**config.mk**
```make
export PLATFORM = sky130hd
export DESIGN_NAME = brute_force_tour_search_core
export DESIGN_NICKNAME = d
export VERILOG_FILES = /design/src/rtl/core/bfts_pkg.sv /design/src/rtl/core/bfts_ram.sv /design/src/rtl/core/bfts_ctrl.sv /design/src/rtl/core/bfts_dp.sv /design/src/rtl/core/brute_force_tour_search_core.sv
export SDC_FILE = /design/constraint.sdc
export NUM_CORES = 1
export LEC_CHECK = 0
export ABC_AREA = 1
export BUFFER_PORTS_ARGS = -buffer_cell sky130_fd_sc_hd__buf_2
export CAP_MARGIN = 10
export CORE_UTILIZATION = 57
export DETAILED_ROUTE_END_ITERATION = 8
export PLACE_DENSITY = 0.76
export SLEW_MARGIN = 20
export SYNTH_ARGS = -nofsm -noshare
export SYNTH_HDL_FRONTEND = slang
export SYNTH_SLANG_ARGS = --single-unit
export TNS_END_PERCENT = 30
```
**constraint.sdc**
```tcl
create_clock -name clock -period 4.45 [get_ports clock]
set_input_delay 0.445 -clock clock [delete_from_list [all_inputs] [get_ports clock]]
set_output_delay 0.445 -clock clock [all_outputs]
set_load 0.01 [all_outputs]
```
**src/rtl/core/bfts_pkg.sv**
```systemverilog
`default_nettype none
// ----------------------------------------------------------------------------
// bfts_pkg
// Shared types and fixed field widths for the brute-force tour search core.
// ----------------------------------------------------------------------------
package bfts_pkg;

   localparam int CITY_FIELD_W  = 3;
   localparam int DIST_FIELD_W  = 8;
   localparam int TOUR_COST_W   = 11;
   localparam int NUM_CITIES_W  = 4;

   localparam logic [TOUR_COST_W-1:0]  COST_FIELD_MAX   = 11'd2047;
   localparam logic [NUM_CITIES_W-1:0] NUM_CITIES_RESET = 4'd8;

   localparam logic REQ_LOAD  = 1'b0;
   localparam logic REQ_START = 1'b1;

   // Commands from the controller to the datapath.
   typedef struct packed {
      logic load;
      logic start;
      logic walk_step;
      logic close_read;
      logic finish;
      logic emit;
   } bfts_cmd_type;

   // Status from the datapath to the controller.
   typedef struct packed {
      logic last_step;
      logic wrap;
      logic emit_empty;
   } bfts_sts_type;

endpackage
`default_nettype wire

```
**src/rtl/core/bfts_ram.sv**
```systemverilog
`default_nettype none
// ----------------------------------------------------------------------------
// bfts_ram
// Generic single-write, single-read RAM with a registered read port.
// ----------------------------------------------------------------------------
module bfts_ram #(
   parameter int WIDTH = 8,
   parameter int DEPTH = 64
) (
   input  wire logic                     clock,
   input  wire logic                     wr_en,
   input  wire logic [$clog2(DEPTH)-1:0] wr_addr,
   input  wire logic [WIDTH-1:0]         wr_data,
   input  wire logic [$clog2(DEPTH)-1:0] rd_addr,
   output      logic [WIDTH-1:0]         rd_data
);

   logic [WIDTH-1:0] mem_ff [DEPTH];
   logic [WIDTH-1:0] rd_data_ff;

   always_ff @(posedge clock) begin
      if (wr_en) begin
         mem_ff[wr_addr] <= wr_data;
      end
      rd_data_ff <= mem_ff[rd_addr];
   end

   assign rd_data = rd_data_ff;

endmodule
`default_nettype wire

```
**src/rtl/core/bfts_ctrl.sv**
```systemverilog
`default_nettype none
// ----------------------------------------------------------------------------
// bfts_ctrl
// Sequencer for loads, the tour walk, the cost check and the result emission.
// ----------------------------------------------------------------------------
module bfts_ctrl
   import bfts_pkg::*;
(
   input  wire logic         clock,
   input  wire logic         reset,
   input  wire logic         req_valid,
   input  wire logic         req_type,
   output      logic         req_stall,
   input  wire bfts_sts_type sts,
   output      bfts_cmd_type cmd
);

   localparam logic [2:0] ST_IDLE   = 3'd0;
   localparam logic [2:0] ST_WALK   = 3'd1;
   localparam logic [2:0] ST_CLOSE  = 3'd2;
   localparam logic [2:0] ST_FINISH = 3'd3;
   localparam logic [2:0] ST_EMIT   = 3'd4;

   logic [2:0] state_ff;
   logic [2:0] state_in;
   logic       accept;

   assign req_stall = (state_ff != ST_IDLE);
   assign accept    = req_valid && !req_stall;

   always_comb begin
      state_in = state_ff;
      cmd      = '0;
      unique case (state_ff)
         ST_IDLE: begin
            if (accept && (req_type == REQ_LOAD)) begin
               cmd.load = 1'b1;
            end
            if (accept && (req_type == REQ_START)) begin
               cmd.start = 1'b1;
               state_in  = ST_WALK;
            end
         end
         ST_WALK: begin
            cmd.walk_step = 1'b1;
            if (sts.last_step) begin
               state_in = ST_CLOSE;
            end
         end
         ST_CLOSE: begin
            cmd.close_read = 1'b1;
            state_in       = ST_FINISH;
         end
         ST_FINISH: begin
            cmd.finish = 1'b1;
            state_in   = sts.wrap ? ST_EMIT : ST_WALK;
         end
         ST_EMIT: begin
            cmd.emit = 1'b1;
            if (sts.emit_empty) begin
               state_in = ST_IDLE;
            end
         end
         default: begin
            state_in = ST_IDLE;
         end
      endcase
   end

   always_ff @(posedge clock) begin
      if (reset) begin
         state_ff <= ST_IDLE;
      end else begin
         state_ff <= state_in;
      end
   end

endmodule
`default_nettype wire

```
**src/rtl/core/bfts_dp.sv**
```systemverilog
`default_nettype none
// ----------------------------------------------------------------------------
// bfts_dp
// Datapath: distance memory, Lehmer-code ordering counter, tour walk,
// cost accumulation, best-tour store and result output register.
// ----------------------------------------------------------------------------
module bfts_dp
   import bfts_pkg::*;
#(
   parameter int MAX_CITIES = 8,
   parameter int DIST_BITS  = 8
) (
   input  wire logic                     clock,
   input  wire logic                     reset,
   input  wire bfts_cmd_type             cmd,
   output      bfts_sts_type             sts,
   input  wire logic                     csr_wr_en,
   input  wire logic [NUM_CITIES_W-1:0]  csr_wr_data,
   input  wire logic [CITY_FIELD_W-1:0]  req_row_city,
   input  wire logic [CITY_FIELD_W-1:0]  req_col_city,
   input  wire logic [DIST_FIELD_W-1:0]  req_distance,
   output      logic                     rsp_valid,
   input  wire logic                     rsp_stall,
   output      logic [CITY_FIELD_W-1:0]  rsp_tour_city,
   output      logic [TOUR_COST_W-1:0]   rsp_tour_cost,
   output      logic                     rsp_last_city
);

   localparam int CITY_W = $clog2(MAX_CITIES);
   localparam int CNT_W  = $clog2(MAX_CITIES + 1);
   localparam int DEPTH  = MAX_CITIES * MAX_CITIES;
   localparam int ADDR_W = $clog2(DEPTH);
   localparam int COST_W = DIST_BITS + $clog2(MAX_CITIES);

   // Configuration and search registers
   logic [NUM_CITIES_W-1:0] num_cities_ff, num_cities_in;
   logic [CNT_W-1:0]        n_ff, n_in;
   logic [CITY_W-1:0]       dig_ff [MAX_CITIES];
   logic [CITY_W-1:0]       dig_in [MAX_CITIES];
   logic [CITY_W-1:0]       walk_dig_ff [MAX_CITIES];
   logic [CITY_W-1:0]       walk_dig_in [MAX_CITIES];
   logic [MAX_CITIES-1:0]   mask_ff, mask_in;
   logic [CITY_W-1:0]       step_ff, step_in;
   logic [CITY_W-1:0]       prev_ff, prev_in;
   logic [CITY_W-1:0]       first_ff, first_in;
   logic [CITY_W-1:0]       trial_ff [MAX_CITIES];
   logic [CITY_W-1:0]       trial_in [MAX_CITIES];
   logic [CITY_W-1:0]       best_ff [MAX_CITIES];
   logic [CITY_W-1:0]       best_in [MAX_CITIES];
   logic [COST_W-1:0]       acc_ff, acc_in;
   logic [COST_W-1:0]       best_cost_ff, best_cost_in;
   logic                    first_tour_ff, first_tour_in;
   logic                    rd_pend_ff, rd_pend_in;
   logic                    rd_valid_ff;
   logic [DEPTH-1:0]        valid_ff, valid_in;
   logic [CNT_W-1:0]        emit_cnt_ff, emit_cnt_in;

   // Output register
   logic                    rsp_valid_ff, rsp_valid_in;
   logic [CITY_FIELD_W-1:0] rsp_city_ff, rsp_city_in;
   logic [TOUR_COST_W-1:0]  rsp_cost_ff, rsp_cost_in;
   logic                    rsp_last_ff, rsp_last_in;

   // Combinational helpers
   logic [CNT_W-1:0]        eff_n;
   logic [MAX_CITIES-1:0]   start_mask;
   logic [CITY_W-1:0]       sel_city;
   logic                    sel_found;
   logic [CNT_W-1:0]        rank;
   logic [CITY_W-1:0]       next_dig [MAX_CITIES];
   logic                    carry;
   logic [CITY_W-1:0]       dig_max;
   logic                    wr_en;
   logic [ADDR_W-1:0]       wr_addr;
   logic [ADDR_W-1:0]       rd_addr;
   logic [DIST_BITS-1:0]    rd_data;
   logic [DIST_BITS-1:0]    rd_dist;
   logic [COST_W-1:0]       total;
   logic                    take_best;
   logic                    emit_fire;
   logic [TOUR_COST_W-1:0]  cost_sat;

   // Effective city count and the starting set of unused cities
   always_comb begin
      if (num_cities_ff == '0) begin
         eff_n = CNT_W'(1);
      end else if (32'(num_cities_ff) > MAX_CITIES) begin
         eff_n = CNT_W'(MAX_CITIES);
      end else begin
         eff_n = CNT_W'(num_cities_ff);
      end
   end

   always_comb begin
      for (int b = 0; b < MAX_CITIES; b++) begin
         start_mask[b] = (b < 32'(n_in));
      end
   end

   // Pick the k-th unused city, k being the current Lehmer digit.
   always_comb begin
      sel_city  = '0;
      sel_found = 1'b0;
      rank      = '0;
      for (int b = 0; b < MAX_CITIES; b++) begin
         if (mask_ff[b] && !sel_found && (rank == CNT_W'(walk_dig_ff[0]))) begin
            sel_city  = CITY_W'(b);
            sel_found = 1'b1;
         end
         rank = rank + CNT_W'(mask_ff[b]);
      end
   end

   // Mixed-radix increment of the Lehmer code: digit p counts up to n-1-p.
   always_comb begin
      carry   = 1'b1;
      dig_max = '0;
      for (int p = MAX_CITIES - 1; p >= 0; p--) begin
         next_dig[p] = dig_ff[p];
         dig_max     = CITY_W'(32'(n_ff) - 1 - p);
         if ((p < 32'(n_ff)) && carry) begin
            if (dig_ff[p] == dig_max) begin
               next_dig[p] = '0;
            end else begin
               next_dig[p] = dig_ff[p] + CITY_W'(1);
               carry       = 1'b0;
            end
         end
      end
   end

   // Distance memory with per-entry valid bits so reset reads as zero
   assign wr_en   = cmd.load && (32'(req_row_city) < MAX_CITIES)
                    && (32'(req_col_city) < MAX_CITIES);
   assign wr_addr = ADDR_W'(32'(req_row_city) * MAX_CITIES + 32'(req_col_city));
   assign rd_addr = cmd.close_read
                    ? ADDR_W'(32'(first_ff) * MAX_CITIES + 32'(prev_ff))
                    : ADDR_W'(32'(prev_ff) * MAX_CITIES + 32'(sel_city));

   bfts_ram #(
      .WIDTH (DIST_BITS),
      .DEPTH (DEPTH)
   ) u_ram (
      .clock   (clock),
      .wr_en   (wr_en),
      .wr_addr (wr_addr),
      .wr_data (DIST_BITS'(req_distance)),
      .rd_addr (rd_addr),
      .rd_data (rd_data)
   );

   assign rd_dist   = rd_valid_ff ? rd_data : '0;
   assign total     = acc_ff + COST_W'(rd_dist);
   assign take_best = first_tour_ff || (total < best_cost_ff);
   assign emit_fire = cmd.emit && (emit_cnt_ff != '0) && (!rsp_valid_ff || !rsp_stall);
   assign cost_sat  = (32'(best_cost_ff) > 32'(COST_FIELD_MAX))
                      ? COST_FIELD_MAX : TOUR_COST_W'(best_cost_ff);

   always_comb begin
      num_cities_in = csr_wr_en ? csr_wr_data : num_cities_ff;
      n_in          = cmd.start ? eff_n : n_ff;
      dig_in        = dig_ff;
      walk_dig_in   = walk_dig_ff;
      mask_in       = mask_ff;
      step_in       = step_ff;
      prev_in       = prev_ff;
      first_in      = first_ff;
      trial_in      = trial_ff;
      best_in       = best_ff;
      acc_in        = rd_pend_ff ? (acc_ff + COST_W'(rd_dist)) : acc_ff;
      best_cost_in  = best_cost_ff;
      first_tour_in = first_tour_ff;
      rd_pend_in    = (cmd.walk_step && (step_ff != '0)) || cmd.close_read;
      valid_in      = valid_ff;
      emit_cnt_in   = emit_cnt_ff;
      rsp_valid_in  = rsp_stall ? rsp_valid_ff : 1'b0;
      rsp_city_in   = rsp_city_ff;
      rsp_cost_in   = rsp_cost_ff;
      rsp_last_in   = rsp_last_ff;

      if (wr_en) begin
         valid_in[wr_addr] = 1'b1;
      end

      if (cmd.start) begin
         for (int p = 0; p < MAX_CITIES; p++) begin
            dig_in[p]      = '0;
            walk_dig_in[p] = '0;
         end
         mask_in       = start_mask;
         step_in       = '0;
         acc_in        = '0;
         first_tour_in = 1'b1;
      end

      if (cmd.walk_step) begin
         trial_in[step_ff] = sel_city;
         mask_in[sel_city] = 1'b0;
         prev_in           = sel_city;
         if (step_ff == '0) begin
            first_in = sel_city;
         end
         for (int p = 0; p < MAX_CITIES - 1; p++) begin
            walk_dig_in[p] = walk_dig_ff[p + 1];
         end
         walk_dig_in[MAX_CITIES - 1] = '0;
         step_in = step_ff + CITY_W'(1);
      end

      if (cmd.finish) begin
         if (take_best) begin
            best_cost_in = total;
            best_in      = trial_ff;
         end
         first_tour_in = 1'b0;
         acc_in        = '0;
         dig_in        = next_dig;
         walk_dig_in   = next_dig;
         mask_in       = start_mask;
         step_in       = '0;
         if (carry) begin
            emit_cnt_in = n_ff;
         end
      end

      if (emit_fire) begin
         rsp_valid_in = 1'b1;
         rsp_city_in  = CITY_FIELD_W'(best_ff[0]);
         rsp_cost_in  = cost_sat;
         rsp_last_in  = (emit_cnt_ff == CNT_W'(1));
         for (int p = 0; p < MAX_CITIES - 1; p++) begin
            best_in[p] = best_ff[p + 1];
         end
         emit_cnt_in = emit_cnt_ff - CNT_W'(1);
      end
   end

   always_ff @(posedge clock) begin
      if (reset) begin
         num_cities_ff <= NUM_CITIES_RESET;
         valid_ff      <= '0;
         emit_cnt_ff   <= '0;
         rsp_valid_ff  <= 1'b0;
         rd_pend_ff    <= 1'b0;
         first_tour_ff <= 1'b1;
      end else begin
         num_cities_ff <= num_cities_in;
         valid_ff      <= valid_in;
         emit_cnt_ff   <= emit_cnt_in;
         rsp_valid_ff  <= rsp_valid_in;
         rd_pend_ff    <= rd_pend_in;
         first_tour_ff <= first_tour_in;
      end
   end

   always_ff @(posedge clock) begin
      n_ff         <= n_in;
      dig_ff       <= dig_in;
      walk_dig_ff  <= walk_dig_in;
      mask_ff      <= mask_in;
      step_ff      <= step_in;
      prev_ff      <= prev_in;
      first_ff     <= first_in;
      trial_ff     <= trial_in;
      best_ff      <= best_in;
      acc_ff       <= acc_in;
      best_cost_ff <= best_cost_in;
      rd_valid_ff  <= valid_ff[rd_addr];
      rsp_city_ff  <= rsp_city_in;
      rsp_cost_ff  <= rsp_cost_in;
      rsp_last_ff  <= rsp_last_in;
   end

   assign sts.last_step  = (32'(step_ff) == 32'(n_ff) - 1);
   assign sts.wrap       = carry;
   assign sts.emit_empty = (emit_cnt_ff == '0);

   assign rsp_valid     = rsp_valid_ff;
   assign rsp_tour_city = rsp_city_ff;
   assign rsp_tour_cost = rsp_cost_ff;
   assign rsp_last_city = rsp_last_ff;

endmodule
`default_nettype wire

```
**src/rtl/core/brute_force_tour_search_core.sv**
```systemverilog
`default_nettype none
// ----------------------------------------------------------------------------
// brute_force_tour_search_core
// Exhaustive travelling-salesman search over a loaded distance matrix.
//
// Channel  Direction  Handshake            Payload
// req      in         req_valid/req_stall  req_type, req_row_city,
//                                          req_col_city, req_distance
// rsp      out        rsp_valid/rsp_stall  rsp_tour_city, rsp_tour_cost,
//                                          rsp_last_city
// csr      in         csr_wr_en            csr_wr_data (num_cities)
//
// A load transaction writes one distance entry. A start transaction walks all
// n! orderings, each in n walk steps, a read for the closing edge and a
// compare, then gives n result transactions. Reset is synchronous and active
// high; it clears the distance matrix through per-entry valid bits and sets
// num_cities to 8. req_stall is high from a start until its last result is in
// the output register; rsp_stall holds it.
// ----------------------------------------------------------------------------
module brute_force_tour_search_core
   import bfts_pkg::*;
#(
   parameter int MAX_CITIES = 8,
   parameter int DIST_BITS  = 8
) (
   input  wire logic                    clock,
   input  wire logic                    reset,
   input  wire logic                    req_valid,
   output      logic                    req_stall,
   input  wire logic                    req_type,
   input  wire logic [CITY_FIELD_W-1:0] req_row_city,
   input  wire logic [CITY_FIELD_W-1:0] req_col_city,
   input  wire logic [DIST_FIELD_W-1:0] req_distance,
   output      logic                    rsp_valid,
   input  wire logic                    rsp_stall,
   output      logic [CITY_FIELD_W-1:0] rsp_tour_city,
   output      logic [TOUR_COST_W-1:0]  rsp_tour_cost,
   output      logic                    rsp_last_city,
   input  wire logic                    csr_wr_en,
   input  wire logic [NUM_CITIES_W-1:0] csr_wr_data
);

   // The controller sequences each transaction; the datapath holds the
   // matrix, the ordering counter and the best tour found so far.
   bfts_cmd_type cmd;
   bfts_sts_type sts;

   bfts_ctrl u_ctrl (
      .clock     (clock),
      .reset     (reset),
      .req_valid (req_valid),
      .req_type  (req_type),
      .req_stall (req_stall),
      .sts       (sts),
      .cmd       (cmd)
   );

   // Orderings are counted as a Lehmer code so that they come out in
   // lexicographic order; ties therefore keep the earlier tour.
   bfts_dp #(
      .MAX_CITIES (MAX_CITIES),
      .DIST_BITS  (DIST_BITS)
   ) u_dp (
      .clock         (clock),
      .reset         (reset),
      .cmd           (cmd),
      .sts           (sts),
      .csr_wr_en     (csr_wr_en),
      .csr_wr_data   (csr_wr_data),
      .req_row_city  (req_row_city),
      .req_col_city  (req_col_city),
      .req_distance  (req_distance),
      .rsp_valid     (rsp_valid),
      .rsp_stall     (rsp_stall),
      .rsp_tour_city (rsp_tour_city),
      .rsp_tour_cost (rsp_tour_cost),
      .rsp_last_city (rsp_last_city)
   );

endmodule
`default_nettype wire
```
==> metrics <==
First-pass DRT Iterations=7; Yosys top cell by area=edfxtp_1; Crit-path slowest cell=fa_2; commonest non-fill, non-tap cell in the layout=nand2_1; Hold Fails Final Rpt=0; Yosys top cell area share=between 50% and 60%; Slew Viols, Final=0; vias in the first global route=24740; Multi-input gate area=roughly 11000 sq um; final WL=a little over 90000 um; Fillers=4235; pin count of the biggest net entering global routing=65; share of layout cells above drive strength 1=13.30%; worst slack, placed=-424.5 ps; H-Tree Depth=3; gr ovfl total=0; flops & latches, synth=roughly 750; Clk Latency, worst-skew pair=~640 ps; DP HPWL=53880 um; distinct cell type count after synthesis=51; Worst-Margin Slew=1170 ps; Max Cap Viol=0; CP required=4980 ps; # diodes=0; most frequent cells in the layout=nand2_1 (713), inv_1 (645), edfxtp_1 (640), nand3_1 (519), nor2_1 (275); slowest stage delay, CP=570 ps; Worst Hold Class=in -> reg; endpoints failing setup=9; run status=finished, violations left; Area contributors post-synth=edfxtp_1 (56%), nand3_1 (9.4%), nand2_1 (7.9%); initial antenna violation count=1; CTS Buffer Depth=3; CTS tree=yes; final period utilization=102.6%; Syn Area/Cell=9.662 sq um; Critical Setup Path Class=reg -> reg; wire per inst=20.18 um; Synth warnings=0; Detail Route Antenna Nets=0; first-pass GRT wire length=138600 um; crit path max fanout=8; post-synthesis sequential area ratio=62.33%; Worst Reg-to-Reg Cells=26; Core ar.=59350 sq um; crit path DAT=5090 ps; Layout area overhead=16.90%; Synthesized Nets=3639; Chip Width=247.9 um; Final Skew=approximately 33 ps; Final nets=around 3800; Root Buffer Master=clkbuf_16; Starting DRT DRC Count=roughly 3500; Relative slew margins=21.72%; RSZ-0062 raised after global routing=yes; Peak Freq=219.0 MHz; # rows=89; failing checks=negative setup slack; Layout Utilization=67.88%; DR vias=26070; CP Launch Type=flip-flop; minimum clock period=4565 ps; Total GRT Usage=between 20% and 30%; Setup WS post-layout=-115.3 ps; drt drc=0; Worst-path clk slew=60 ps; I/O pin total=41; Starting Density=58.07%; Worst setup EP type=flip-flop; GP Congestion=0.9264; WHS Path Cells=3; mapped cell area=34460 sq um; clock tree sinks=between 700 and 800; Die Footprint=61450 sq um; DIE HEIGHT=between 200 and 250 um; post-synthesis instance total=3567; CTS Buf Count=77; Port Buffer Count=40; Via-to-Cell Ratio=~5.8; Storage cell area=between 20000 and 25000 sq um
cell families after synthesis:
kind of cell / Yosys count / synth area share (%)
xor+xnor: 38 / 0.9657
simple gates: 1740 / 22.20
fa+ha+maj: 48 / 1.808
buf+inv: 811 / 9.454
flops: 753 / 62.33
compound gates: 177 / 3.242
area by class of cell:
class	instances	share of cell area, %
clock buffer	103	5.252
tap	773	2.401
timing repair buffer	189	5.276
clock inverter	40	1.270
multi-input combinational	2003	26.36
inverter	656	6.118
sequential	753	53.33
layer usage:
metal	track usage (%)	vias up	wire (um)	share of wire, %
met3	5.926	298	10210	11
met1	40.32	12160	35030	38
met4	13.26	2	3997	4.4
met5	0	-	13	0.014
met2	46.22	1677	41910	46
li1	-	11930	-	-
registers in the layout, indices dropped and copies added (netlist names), 8 cells and up:
signal,cells
u_dp.walk_dig_ff,24
u_dp.u_ram.mem_ff,512
u_dp.u_ram.rd_data,8
u_dp.best_cost_ff,11
u_dp.best_ff,24
u_dp.rsp_tour_cost,11
u_dp.mask_ff,8
u_dp.acc_ff,11
u_dp.dig_ff,24
u_dp.trial_ff,24
u_dp.valid_ff,64
final timing paths:
check	start	to	slack [ps]
worst max-delay path	u_dp.mask_ff[0]	u_dp.u_ram.rd_data[0]	-120
worst min-delay path	csr_wr_data[0]	u_dp.num_cities_ff[0]	70
worst max register to register	u_dp.mask_ff[0]	u_dp.u_ram.rd_data[0]	-120
worst min register to register	u_dp.trial_ff[1]	u_dp.best_ff[1]	420
critical path: cells and delay by family, from the launching register on:
kind / cells / cell delay, ps
buffers and inverters: 4 / 500
adder cells (fa/ha/maj): 6 / 1950
AO/OA/AOI/OAI: 2 / 170
flip-flops: 1 / 330
AND/OR/NAND/NOR: 14 / 1490
synthesized netlist by cell type, drive strengths merged:
master	number
nand2	727
nand3	653
inv	652
edfxtp	640
nor2	283
dfxtp	113
buf	102
o21ai	75
clkbuf	53
a21oi	47
ha	45
nand3b	38
xor2	23
a32o	21
nor3	16
xnor2	15
nand4	13
or2	7
a21o	5
o221ai	5
clkinv	4
o211ai	4
a211oi	3
a31oi	3
fa	3
a2111oi	2
a22o	2
a22oi	2
o21a	2
o31ai	2
and2	1
and3	1
nor3b	1
o211a	1
o22ai	1
o311ai	1
o41ai	1
through the flow:
stage	setup TNS (ps)	hold slack (ps)	cells	cell area, sq um
2_1_floorplan	0	400.3	3567	34460
3_3_place_gp	-2588	401.3	4342	36130
3_5_place_dp	-2783	406.3	4342	36140
4_1_cts	-726.7	40.80	4513	39930
5_1_grt	-2498	66.94	4517	40290
6_report	-724.2	68.38	4517	40290
what timing repair did:
action	in CTS	in global routing
resized for setup	129	70
setup endpoints to repair	9	65
pin swaps	54	34
cloned	11	1
buffers inserted	17	3
hold buffers	0	0
Power is not shown: default switching activity piles up to over one toggle a cycle in this logic, so the estimate is an artifact.
